[src/hw/rtl/vaa_pkg.sv]
// Package with shared constants, the arctangent table and the job type for the angle core.
`default_nettype none
package vaa_pkg;

    localparam int COORD_WIDTH_DEF = 16;
    localparam int ANGLE_BITS_DEF  = 16;
    localparam int ITERATIONS_DEF  = 16;

    localparam int TURN_BITS = 32;
    localparam int TABLE_LEN = 24;
    localparam int SCALE_POS = 40;
    localparam int DATA_W    = 43;
    localparam int QUEUE_DEPTH = 2;

    localparam logic [TURN_BITS-1:0] QUARTER_TURN       = 32'h4000_0000;
    localparam logic [TURN_BITS-1:0] HALF_TURN          = 32'h8000_0000;
    localparam logic [TURN_BITS-1:0] THREE_QUARTER_TURN = 32'hC000_0000;

    localparam logic [TURN_BITS-1:0] ATAN_TURNS [TABLE_LEN] = '{
        32'h20000000, 32'h12E4051E, 32'h09FB385B, 32'h051111D4,
        32'h028B0D43, 32'h0145D7E1, 32'h00A2F61E, 32'h00517C55,
        32'h0028BE53, 32'h00145F2F, 32'h000A2F98, 32'h000517CC,
        32'h00028BE6, 32'h000145F3, 32'h0000A2FA, 32'h0000517D,
        32'h000028BE, 32'h0000145F, 32'h00000A30, 32'h00000518,
        32'h0000028C, 32'h00000146, 32'h000000A3, 32'h00000051
    };

    typedef struct packed {
        logic signed [DATA_W-1:0] x;
        logic signed [DATA_W-1:0] y;
        logic [TURN_BITS-1:0]     z;
        logic                     is_fixed;
    } t_job;

endpackage
`default_nettype wire

[src/hw/rtl/vaa_fifo.sv]
// Short queue of jobs between the front stage and the rotation pipeline.
`default_nettype none
module vaa_fifo
    import vaa_pkg::*;
(
    input  wire logic i_clk,
    input  wire logic i_rst_n,
    input  wire logic i_push,
    input  wire t_job i_job,
    output logic      o_full,
    input  wire logic i_pop,
    output logic      o_valid,
    output t_job      o_job
);

    localparam int PTR_W = (QUEUE_DEPTH > 1) ? $clog2(QUEUE_DEPTH) : 1;
    localparam int CNT_W = $clog2(QUEUE_DEPTH + 1);

    t_job r_mem [QUEUE_DEPTH];
    logic [PTR_W-1:0] r_wr_ptr;
    logic [PTR_W-1:0] r_rd_ptr;
    logic [CNT_W-1:0] r_count;
    logic do_push;
    logic do_pop;

    assign o_full  = (r_count == CNT_W'(QUEUE_DEPTH));
    assign o_valid = (r_count != '0);
    assign o_job   = r_mem[r_rd_ptr];
    assign do_push = i_push && !o_full;
    assign do_pop  = i_pop && o_valid;

    always_ff @(posedge i_clk) begin
        if (!i_rst_n) begin
            r_wr_ptr <= '0;
            r_rd_ptr <= '0;
            r_count  <= '0;
        end else begin
            if (do_push) begin
                r_wr_ptr <= (r_wr_ptr == PTR_W'(QUEUE_DEPTH - 1)) ? '0 : r_wr_ptr + 1'b1;
            end
            if (do_pop) begin
                r_rd_ptr <= (r_rd_ptr == PTR_W'(QUEUE_DEPTH - 1)) ? '0 : r_rd_ptr + 1'b1;
            end
            if (do_push && !do_pop) begin
                r_count <= r_count + 1'b1;
            end else if (do_pop && !do_push) begin
                r_count <= r_count - 1'b1;
            end
        end
        if (do_push) begin
            r_mem[r_wr_ptr] <= i_job;
        end
    end

endmodule
`default_nettype wire

[config.mk]
export PLATFORM = sky130hd
export DESIGN_NAME = vaa_fifo
export DESIGN_NICKNAME = d
export VERILOG_FILES = /design/src/hw/rtl/vaa_pkg.sv /design/src/hw/rtl/vaa_fifo.sv
export SDC_FILE = /design/constraint.sdc
export NUM_CORES = 1
export LEC_CHECK = 0
export ABC_AREA = 1
export BUFFER_PORTS_ARGS = -buffer_cell sky130_fd_sc_hd__buf_2
export CORE_MARGIN = 4
export CORE_UTILIZATION = 50
export DETAILED_ROUTE_END_ITERATION = 8
export PLACE_DENSITY = 0.77
export SLEW_MARGIN = 20
export SYNTH_ARGS = -nofsm -noshare
export SYNTH_HDL_FRONTEND = slang
export SYNTH_SLANG_ARGS = --single-unit
export TNS_END_PERCENT = 1
[constraint.sdc]
create_clock -name i_clk -period 16 [get_ports i_clk]
set_clock_uncertainty 0.15 [all_clocks]
set_input_delay 0.8 -clock i_clk [delete_from_list [all_inputs] [get_ports i_clk]]
set_output_delay 0.8 -clock i_clk [all_outputs]
set_load 0.01 [all_outputs]
==> impl_results.md <==
- Post-synth design cell area: 0.00890 mm^2
- Worst Hold Depth: 1
- Overall routing resource usage: 0.153
- Synthesized instance count: 407
- Post-CTS setup repair buffer count: 0
- Drt via density: a little under 5
- Die area: 0.0200 mm^2
- Standard-cell row count: 48
- Share of cells above drive strength 1: 0.590
- Count of cells along the worst register-to-register path: 3
- Maximum clock insertion buffer count: 3
- Final hold violation count: 0
- Pins Over Slew Limit: 0
- Ranking of synthesized cells by area: edfxtp_1 (80%), mux2_2 (15%), clkbuf_8 (1.7%)
- ANT nets after route: 0
- Count of cell types in the netlist: 15
- CP Cell Sequence: buf_4 -> mux2_2 -> buf_2
- Effective utilization at floorplan: 0.513
- Number of enable-type register cells in the synthesized netlist: 238
- Critical path peak fanout: 71
- Final setup violation count: 0
- Pre-antenna DRT Iters: 4
- Sink count of the clock tree: 243
- Worst flop-to-flop path endpoint: r_mem[1][72]
- DRC violation total after the first TritonRoute iteration: 208
- TritonCTS clock tree: yes
- Placer congestion estimate: 0.762
- Height of the die: 141 um
- Critical path launch point type: register
- Synthesized Nets: 531
- Reg-to-reg slack, setup: 13.91 ns
- Latest clock arrival within the worst-skew pair: around 0.5 ns
- Overall power after layout: 1.73 mW
- Min-Delay Path Class: primary input to register
- VDD IR-drop max: 0.111 mV
- Wire per inst: 17.8 um
- Maximum capacitance violations: 0
- Post-Synthesis Mean Instance Area: between 20 and 25 um^2
- Fraction of synthesis flops using an asynchronous set or reset pin: 0
- Number of antenna violations at the first check in global routing: 1
- Cell type group with the largest total delay on the critical path: buffers and inverters
- Number of input and output port buffers inserted: 243
- Post-CTS sizing: 0
- Run status: complete, no violations
- FF-to-FF Start: r_count[0]
- Synth Flop Type: edfxtp_1
- Total global routing overflow: 0
- Post-synthesis cell type with the largest combined area: edfxtp_1
- Actual slew at the worst max-slew pin: 0.959 ns
- Endpoint, Worst Hold: r_mem[0][76]
- Total Wirelength: roughly 16 mm
- Placeable core region: 0.0174 mm^2
- Worst hold start: i_job[76]
- Diodes inserted: 0
- Power density normalized to cell area: around 160 mW/mm^2
- Synth warnings: 0
- LEAKAGE: 4.13 nW
- Most frequent cells after synthesis: edfxtp_1 (238), mux2_2 (119), clkbuf_8 (11)
- WP buf/inv: 2
- #FFs+latches synth: 243
- Largest stage delay on the critical path: 0.80 ns
- Post-layout net count: 792
- Post-CTS clock slew at the launch and capture registers of the worst setup and hold paths: 0.06 ns
- Fin crit share: 0.228
- Worst slew margin relative to its limit: 0.361
- Global-route wire length before repair: 24.6 mm
- Critical Path Slowest Stage Cell: buf_4
- Root buf cell: clkbuf_16
- Remaining routing DRC violations: 0
- Setup repair after global routing missed its margin: no
- Synth top area share: 0.803
- Sequential cell area fraction in the yosys report: 0.814
- Synthesis-to-layout area growth: 23.9%
- Detail Placement HPWL: 10.8 mm
- Signal arrival time at the worst endpoint: 2.69 ns
- Top-count cell post-synth: edfxtp_1
- Hold Buf Count CTS: 0
- Kind of end point of the critical path: primary output
- TNS Setup: 0 ns
- # IOs: 244
- Routed vias: roughly 4500
- Clock buffer count from CTS: 24
- Clock H-tree levels: 1
- Pin count of the biggest net entering global routing: 72
- CP required: ~15 ns
- Critical path type: register to primary output
- Vias in the first global route: around 4900
- Min Tclk post-route: 3.64 ns
- Floorplan die width: 141 um
- F_max: 275 MHz
==> metal layers <==
layer  GRT usage  part of all wire
met5           0           0.00081
met4      0.0298             0.012
met3      0.0421             0.081
met2       0.277              0.52
met1       0.185              0.39
==> power breakdown <==
group,switching [mW],internal [mW],total [mW]
Clock,0.211,0.316,0.526
Sequential,0.0326,0.806,0.839
Combinational,0.196,0.164,0.361
==> state kept, by name (all words and copies together), names as in the netlist, named ones only <==
| signal | count |
|---|---|
| r_count | 2 |
| r_mem | 238 |
| r_rd_ptr | 1 |
| r_wr_ptr | 1 |
==> cells by family (layout without fill, tap and decap cells) <==
family	after synthesis	in the layout	share of synthesized area
adder cells (fa/ha/maj)	1	1	0.00141
multiplexers	119	119	0.151
flip-flops	243	243	0.814
AO/OA/AOI/OAI	5	5	0.00309
buffers and inverters	21	297	0.0229
AND/OR/NAND/NOR	18	18	0.00801
==> metrics by stage <==
stage               setup WS [ns]  cells  hold slack, ns   util  cell area, um^2
detailed placement          12.82    867           0.334  0.592            10300
global placement            12.82    867           0.332  0.592            10300
finish                      12.36    908           0.343  0.636            11000
global route                12.18    908           0.318  0.636            11000
CTS                         12.28    908           0.321  0.636            11000
floorplan                    9.40    407           0.317      -             8900
==> layout by cell type (no fill, tap or decap) <==
master / count
a21oi_1: 1
buf_2: 243
buf_4: 5
bufinv_16: 2
clkbuf_1: 5
clkbuf_16: 25
clkinv_1: 3
clkinv_2: 4
clkinvlp_4: 2
dfxtp_1: 4
dfxtp_4: 1
edfxtp_1: 238
ha_1: 1
inv_1: 8
mux2_2: 119
nand2_1: 7
nand3_1: 1
nand4_1: 1
nor2_1: 7
nor2_4: 2
o21a_1: 1
o21ai_0: 2
o21ai_1: 1
==> area by class of cell <==
class / count / area, um^2
sequential: 243 / 7250
tap: 225 / 282
fill: 1209 / 6320
multi-input combinational: 143 / 1470
clock inverter: 11 / 106
clock buffer: 30 / 644
inverter: 8 / 30.0
timing repair buffer: 248 / 1250
==> worst max-delay path by stage <==
stage | startpoint | to | slack [ns] | cells after the start
floorplan | i_push | r_mem[0][0] | 9.40 | 2
global placement | register | o_job[79] | 12.82 | 3
detailed placement | register | o_job[96] | 12.82 | 3
CTS | register | o_job[65] | 12.28 | 3
global route | register | o_job[35] | 12.18 | 3
finish | register | o_job[41] | 12.36 | 3
==> worst register-to-register path, cell delays in order, from the launching register on <==
cell and delay [ns]:
dfxtp_1 0.41, o21ai_1 0.23, nor2_4 0.14, buf_4 0.74
Power figures use the tool's default switching activity.
