--- src/hw/rtl/vaa_pkg.sv ---
// Package with shared constants, the arctangent table and the job type for the angle core.
`default_nettype none
package vaa_pkg;

    localparam int COORD_WIDTH_DEF = 16;
    localparam int ANGLE_BITS_DEF  = 16;
    localparam int ITERATIONS_DEF  = 16;

    localparam int TURN_BITS = 32;
    localparam int TABLE_LEN = 24;
    localparam int SCALE_POS = 40;
    localparam int DATA_W    = 43;
    localparam int QUEUE_DEPTH = 2;

    localparam logic [TURN_BITS-1:0] QUARTER_TURN       = 32'h4000_0000;
    localparam logic [TURN_BITS-1:0] HALF_TURN          = 32'h8000_0000;
    localparam logic [TURN_BITS-1:0] THREE_QUARTER_TURN = 32'hC000_0000;

    localparam logic [TURN_BITS-1:0] ATAN_TURNS [TABLE_LEN] = '{
        32'h20000000, 32'h12E4051E, 32'h09FB385B, 32'h051111D4,
        32'h028B0D43, 32'h0145D7E1, 32'h00A2F61E, 32'h00517C55,
        32'h0028BE53, 32'h00145F2F, 32'h000A2F98, 32'h000517CC,
        32'h00028BE6, 32'h000145F3, 32'h0000A2FA, 32'h0000517D,
        32'h000028BE, 32'h0000145F, 32'h00000A30, 32'h00000518,
        32'h0000028C, 32'h00000146, 32'h000000A3, 32'h00000051
    };

    typedef struct packed {
        logic signed [DATA_W-1:0] x;
        logic signed [DATA_W-1:0] y;
        logic [TURN_BITS-1:0]     z;
        logic                     is_fixed;
    } t_job;

endpackage
`default_nettype wire

--- src/hw/rtl/vaa_front.sv ---
// Front stage that accepts vectors, scales them and sorts out the special directions.
`default_nettype none
module vaa_front
    import vaa_pkg::*;
#(
    parameter int COORD_WIDTH = COORD_WIDTH_DEF
) (
    input  wire logic                          i_clk,
    input  wire logic                          i_rst_n,
    input  wire logic                          i_valid,
    output logic                               o_ready,
    input  wire logic signed [COORD_WIDTH-1:0] i_delta_x,
    input  wire logic signed [COORD_WIDTH-1:0] i_delta_y,
    output logic                               o_valid,
    input  wire logic                          i_full,
    output t_job                               o_job
);

    localparam int SCALE_SHIFT = SCALE_POS - COORD_WIDTH;

    logic r_valid;
    t_job r_job;
    t_job n_job;
    logic signed [DATA_W-1:0] sx;
    logic signed [DATA_W-1:0] sy;

    always_comb begin
        sx = DATA_W'(i_delta_x) <<< SCALE_SHIFT;
        sy = DATA_W'(i_delta_y) <<< SCALE_SHIFT;
        n_job.is_fixed = 1'b0;
        if (i_delta_x < 0) begin
            n_job.x = -sx;
            n_job.y = sy;
            n_job.z = HALF_TURN;
        end else begin
            n_job.x = sx;
            n_job.y = -sy;
            n_job.z = '0;
        end
        if (i_delta_x == 0) begin
            n_job.is_fixed = 1'b1;
            n_job.z = (i_delta_y <= 0) ? QUARTER_TURN : THREE_QUARTER_TURN;
        end else if (i_delta_y == 0) begin
            n_job.is_fixed = 1'b1;
            n_job.z = (i_delta_x > 0) ? '0 : HALF_TURN;
        end
    end

    assign o_ready = !r_valid || !i_full;
    assign o_valid = r_valid;
    assign o_job   = r_job;

    always_ff @(posedge i_clk) begin
        if (!i_rst_n) begin
            r_valid <= 1'b0;
        end else if (o_ready) begin
            r_valid <= i_valid;
        end
        if (o_ready && i_valid) begin
            r_job <= n_job;
        end
    end

endmodule
`default_nettype wire

--- config.mk ---
export PLATFORM = sky130hd
export DESIGN_NAME = vaa_front
export DESIGN_NICKNAME = d
export VERILOG_FILES = /design/src/hw/rtl/vaa_pkg.sv /design/src/hw/rtl/vaa_front.sv
export SDC_FILE = /design/constraint.sdc
export NUM_CORES = 1
export LEC_CHECK = 0
export BUFFER_PORTS_ARGS = -buffer_cell sky130_fd_sc_hd__buf_2
export CAP_MARGIN = 10
export CELL_PAD_IN_SITES_DETAIL_PLACEMENT = 1
export CELL_PAD_IN_SITES_GLOBAL_PLACEMENT = 1
export CORE_MARGIN = 1
export CORE_UTILIZATION = 34
export DETAILED_ROUTE_END_ITERATION = 16
export PLACE_DENSITY = 0.83
export SETUP_SLACK_MARGIN = 0.15
export SLEW_MARGIN = 15
export SYNTH_ARGS = -nofsm -noshare
export SYNTH_HDL_FRONTEND = slang
export SYNTH_SLANG_ARGS = --single-unit
--- constraint.sdc ---
create_clock -name i_clk -period 5.38 [get_ports i_clk]
set_input_delay 0.807 -clock i_clk [delete_from_list [all_inputs] [get_ports i_clk]]
set_output_delay 0.807 -clock i_clk [all_outputs]
set_load 0.03 [all_outputs]
==> metrics.txt <==
status=finished, final reports clean; synthesis-to-layout area growth=12.40%; CTS tree=yes; R2R Path Start=o_valid$_SDFFE_PN0N_; Setup WS pre-CTS=2.111 ns; endpoints failing setup=0; worst reg-to-reg setup slack=3.82 ns; EDFF count, synth=41; actual slew at the worst max-slew pin=0.9262 ns; Max FO, Critical Path=6; Post-Layout Cell Count=421; post-CTS resize count=0; ys flop type=edfxtp_1; Mapped Avg Cell Area=11.02 um^2; area of the multi-input gates=0.001027 mm^2; # rows=31; Final period util=0.5498; area fraction of the dominant cell type after synthesis=0.4695; clk buf depth=2; Antenna Cells=0; RR Endpoint=o_job[110]$_DFFE_PP_; max-slew violation count=0; CTS Hold Bufs=0; Hold Crit Class=reg -> reg; Seq cells post-synth=42; layout cells sized above 1=0.2888; commonest cells in the netlist=78 x buf_4, 41 x edfxtp_1, 17 x xnor2_1; Clk pin slew, worst setup/hold paths=0.08 ns; largest cells by area after synthesis=edfxtp_1 47%, buf_4 22%, xnor2_1 5.7%, xor2_1 3.3%, ha_1 2.4%; number of global-route vias before repair=1662; Power Dens Cells=291.3 mW/mm^2; Hold Slack=0.5579 ns; Async SR Flop Fraction=0; CP Capture Type=register; Post-CTS Setup Bufs=0; normalized max-slew margin=0.3825; # port buffers=78; Root Buffer Master=clkbuf_8; post-synthesis cell type count=33; drt drc=0; fin nets=362; area occupied by registers=0.001251 mm^2; largest net degree at the start of global routing=42; max-cap violations=0; final-layout fill cell count=878; CP arrival=3.01 ns; skew final=0.006634 ns; die area=0.008069 mm^2; drt first pass iters=4; global-route wire length before repair=7596 um; CP startpoint kind=primary input; cells along the critical path=buf_2, or4_1, nor4_1, and3_1, ha_1, a21oi_1, mux2_4; routed vias=1705; WL final=4826 um; peak supply drop=0.00009983 V; Leak=1.347 nW; synthesized area=0.002623 mm^2; crit path kind=in -> reg; DR vias/cell=4.050; Die X=89.83 um; HPWL Detailed=3893 um; Core Region=0.007370 mm^2; H-tree depth=2; Max Fclk=0.3381 GHz; cell with the most instances after synthesis=buf_4; Hold Path End=o_valid$_SDFFE_PN0N_; GRT Resource Usage Total=0.1180; reg2reg path depth=2; min cycle time layout=2.958 ns; synth warn=0; routability cong.=0.7397; Initial Util=0.3559; setup ws final=2.422 ns; # placed instances=413; required time of the critical path=5.43 ns; clock latency on the worst-skew pair=0.28 ns; number of hold violations in the final report=0; Synth Instances=238; Worst path slowest cell=nor4_1; DRT iter0 DRCs=35; Post-DRT Antenna Nets=0; Hold Crit Start=o_valid$_SDFFE_PN0N_; CP peak stage delay=0.66 ns; clock sinks=42; post-DR wirelength/cell=11.46 um; I/O pins=157; number of CTS-inserted buffers=5; hold-critical path depth=2; area leader, netlist=edfxtp_1; GRT overflow=0; TNS Setup=0 ns; Vert. Die Dim=89.83 um; post-synthesis sequential area ratio=0.4771; unrepaired setup endpoints after global routing=no; initial antenna violation count=0
## layout by cell type, fill, tap and decap left out, types with 2 or more instances in the layout
cell	synthesis	layout
xor2_1	10	10
ha_1	5	5
inv_1	12	12
nand2b_1	2	2
a31oi_1	2	2
or4_4	2	2
xnor2_1	17	17
nor2_1	11	11
o21ai_0	6	6
a21oi_1	10	10
edfxtp_1	41	41
nor3_1	4	4
clkbuf_8	0	5
nand2_1	8	8
o31ai_1	5	5
or4_1	2	2
nor4_1	4	4
conb_1	1	80
buf_2	0	78
## cell families after synthesis
family	count (synthesis)	share of synthesized area
buffers and inverters	93	0.2447
DFF	42	0.4771
and+or+nand+nor	42	0.09208
xor gates and xnor gates	27	0.09017
AOI/OAI and AO/OA	25	0.05678
adders and majority gates	5	0.02385
muxes	3	0.01383
other	1	0.001430
## worst max path at each step
stage | cells past startpoint | from | slack, ns | endpoint
global placement | 7 | i_delta_y[5] | 2.20 | o_job[32]$_DFFE_PP_
floorplan | 6 | i_delta_y[5] | 2.52 | o_job[32]$_DFFE_PP_
CTS | 7 | i_delta_y[5] | 2.43 | o_job[32]$_DFFE_PP_
finish | 7 | i_delta_y[5] | 2.42 | o_job[32]$_DFFE_PP_
global route | 7 | i_delta_y[5] | 2.27 | o_job[32]$_DFFE_PP_
detailed placement | 7 | i_delta_y[5] | 2.11 | o_job[32]$_DFFE_PP_
## final cells by class
type | count | area share
clock buffers | 6 | 0.02462
clock inverters | 2 | 0.01273
inverters | 12 | 0.01528
multi-input cells | 182 | 0.3485
flip-flops and latches | 42 | 0.4244
well taps | 99 | 0.04202
repair buffers | 78 | 0.1324
## critical path, delay by kind of cell
kind                     cells  cell delay, ns
adder cells (fa/ha/maj)      1            0.19
AND/OR/NAND/NOR              3            1.55
buffers and inverters        1            0.11
multiplexers                 1            0.26
AO/OA/AOI/OAI                1            0.09
## power by group
| part | leakage (nW) | switching [mW] | internal [mW] | total, mW |
|---|---|---|---|---|
| clock | 0.0514 | 0.105 | 0.138 | 0.244 |
| combinational | 0.889 | 0.172 | 0.0466 | 0.218 |
| sequential | 0.406 | 0.00582 | 0.391 | 0.397 |
| total | 1.35 | 0.283 | 0.576 | 0.859 |
## metrics by stage
stage          utilization  area (um^2)  total power [mW]
2_1_floorplan            -         2919            0.6134
3_3_place_gp        0.3851         2838            0.6173
3_5_place_dp        0.3851         2838            0.6226
4_1_cts             0.4000         2948            0.8666
5_1_grt             0.4000         2948            0.8917
6_report            0.4000         2948            0.8587
## metal layers
metal / global-route usage / share of wire / routed length, um
met4: 0.04235 / 0.013 / 63
met2: 0.2410 / 0.56 / 2679
met5: 0 / 0 / 0
met3: 0.03130 / 0.075 / 361
met1: 0.1095 / 0.36 / 1721
## sequential cells by signal, summed over array words and instances (netlist names)
register,count
o_valid,1
o_job,41
Power figures use the tool's default switching activity.
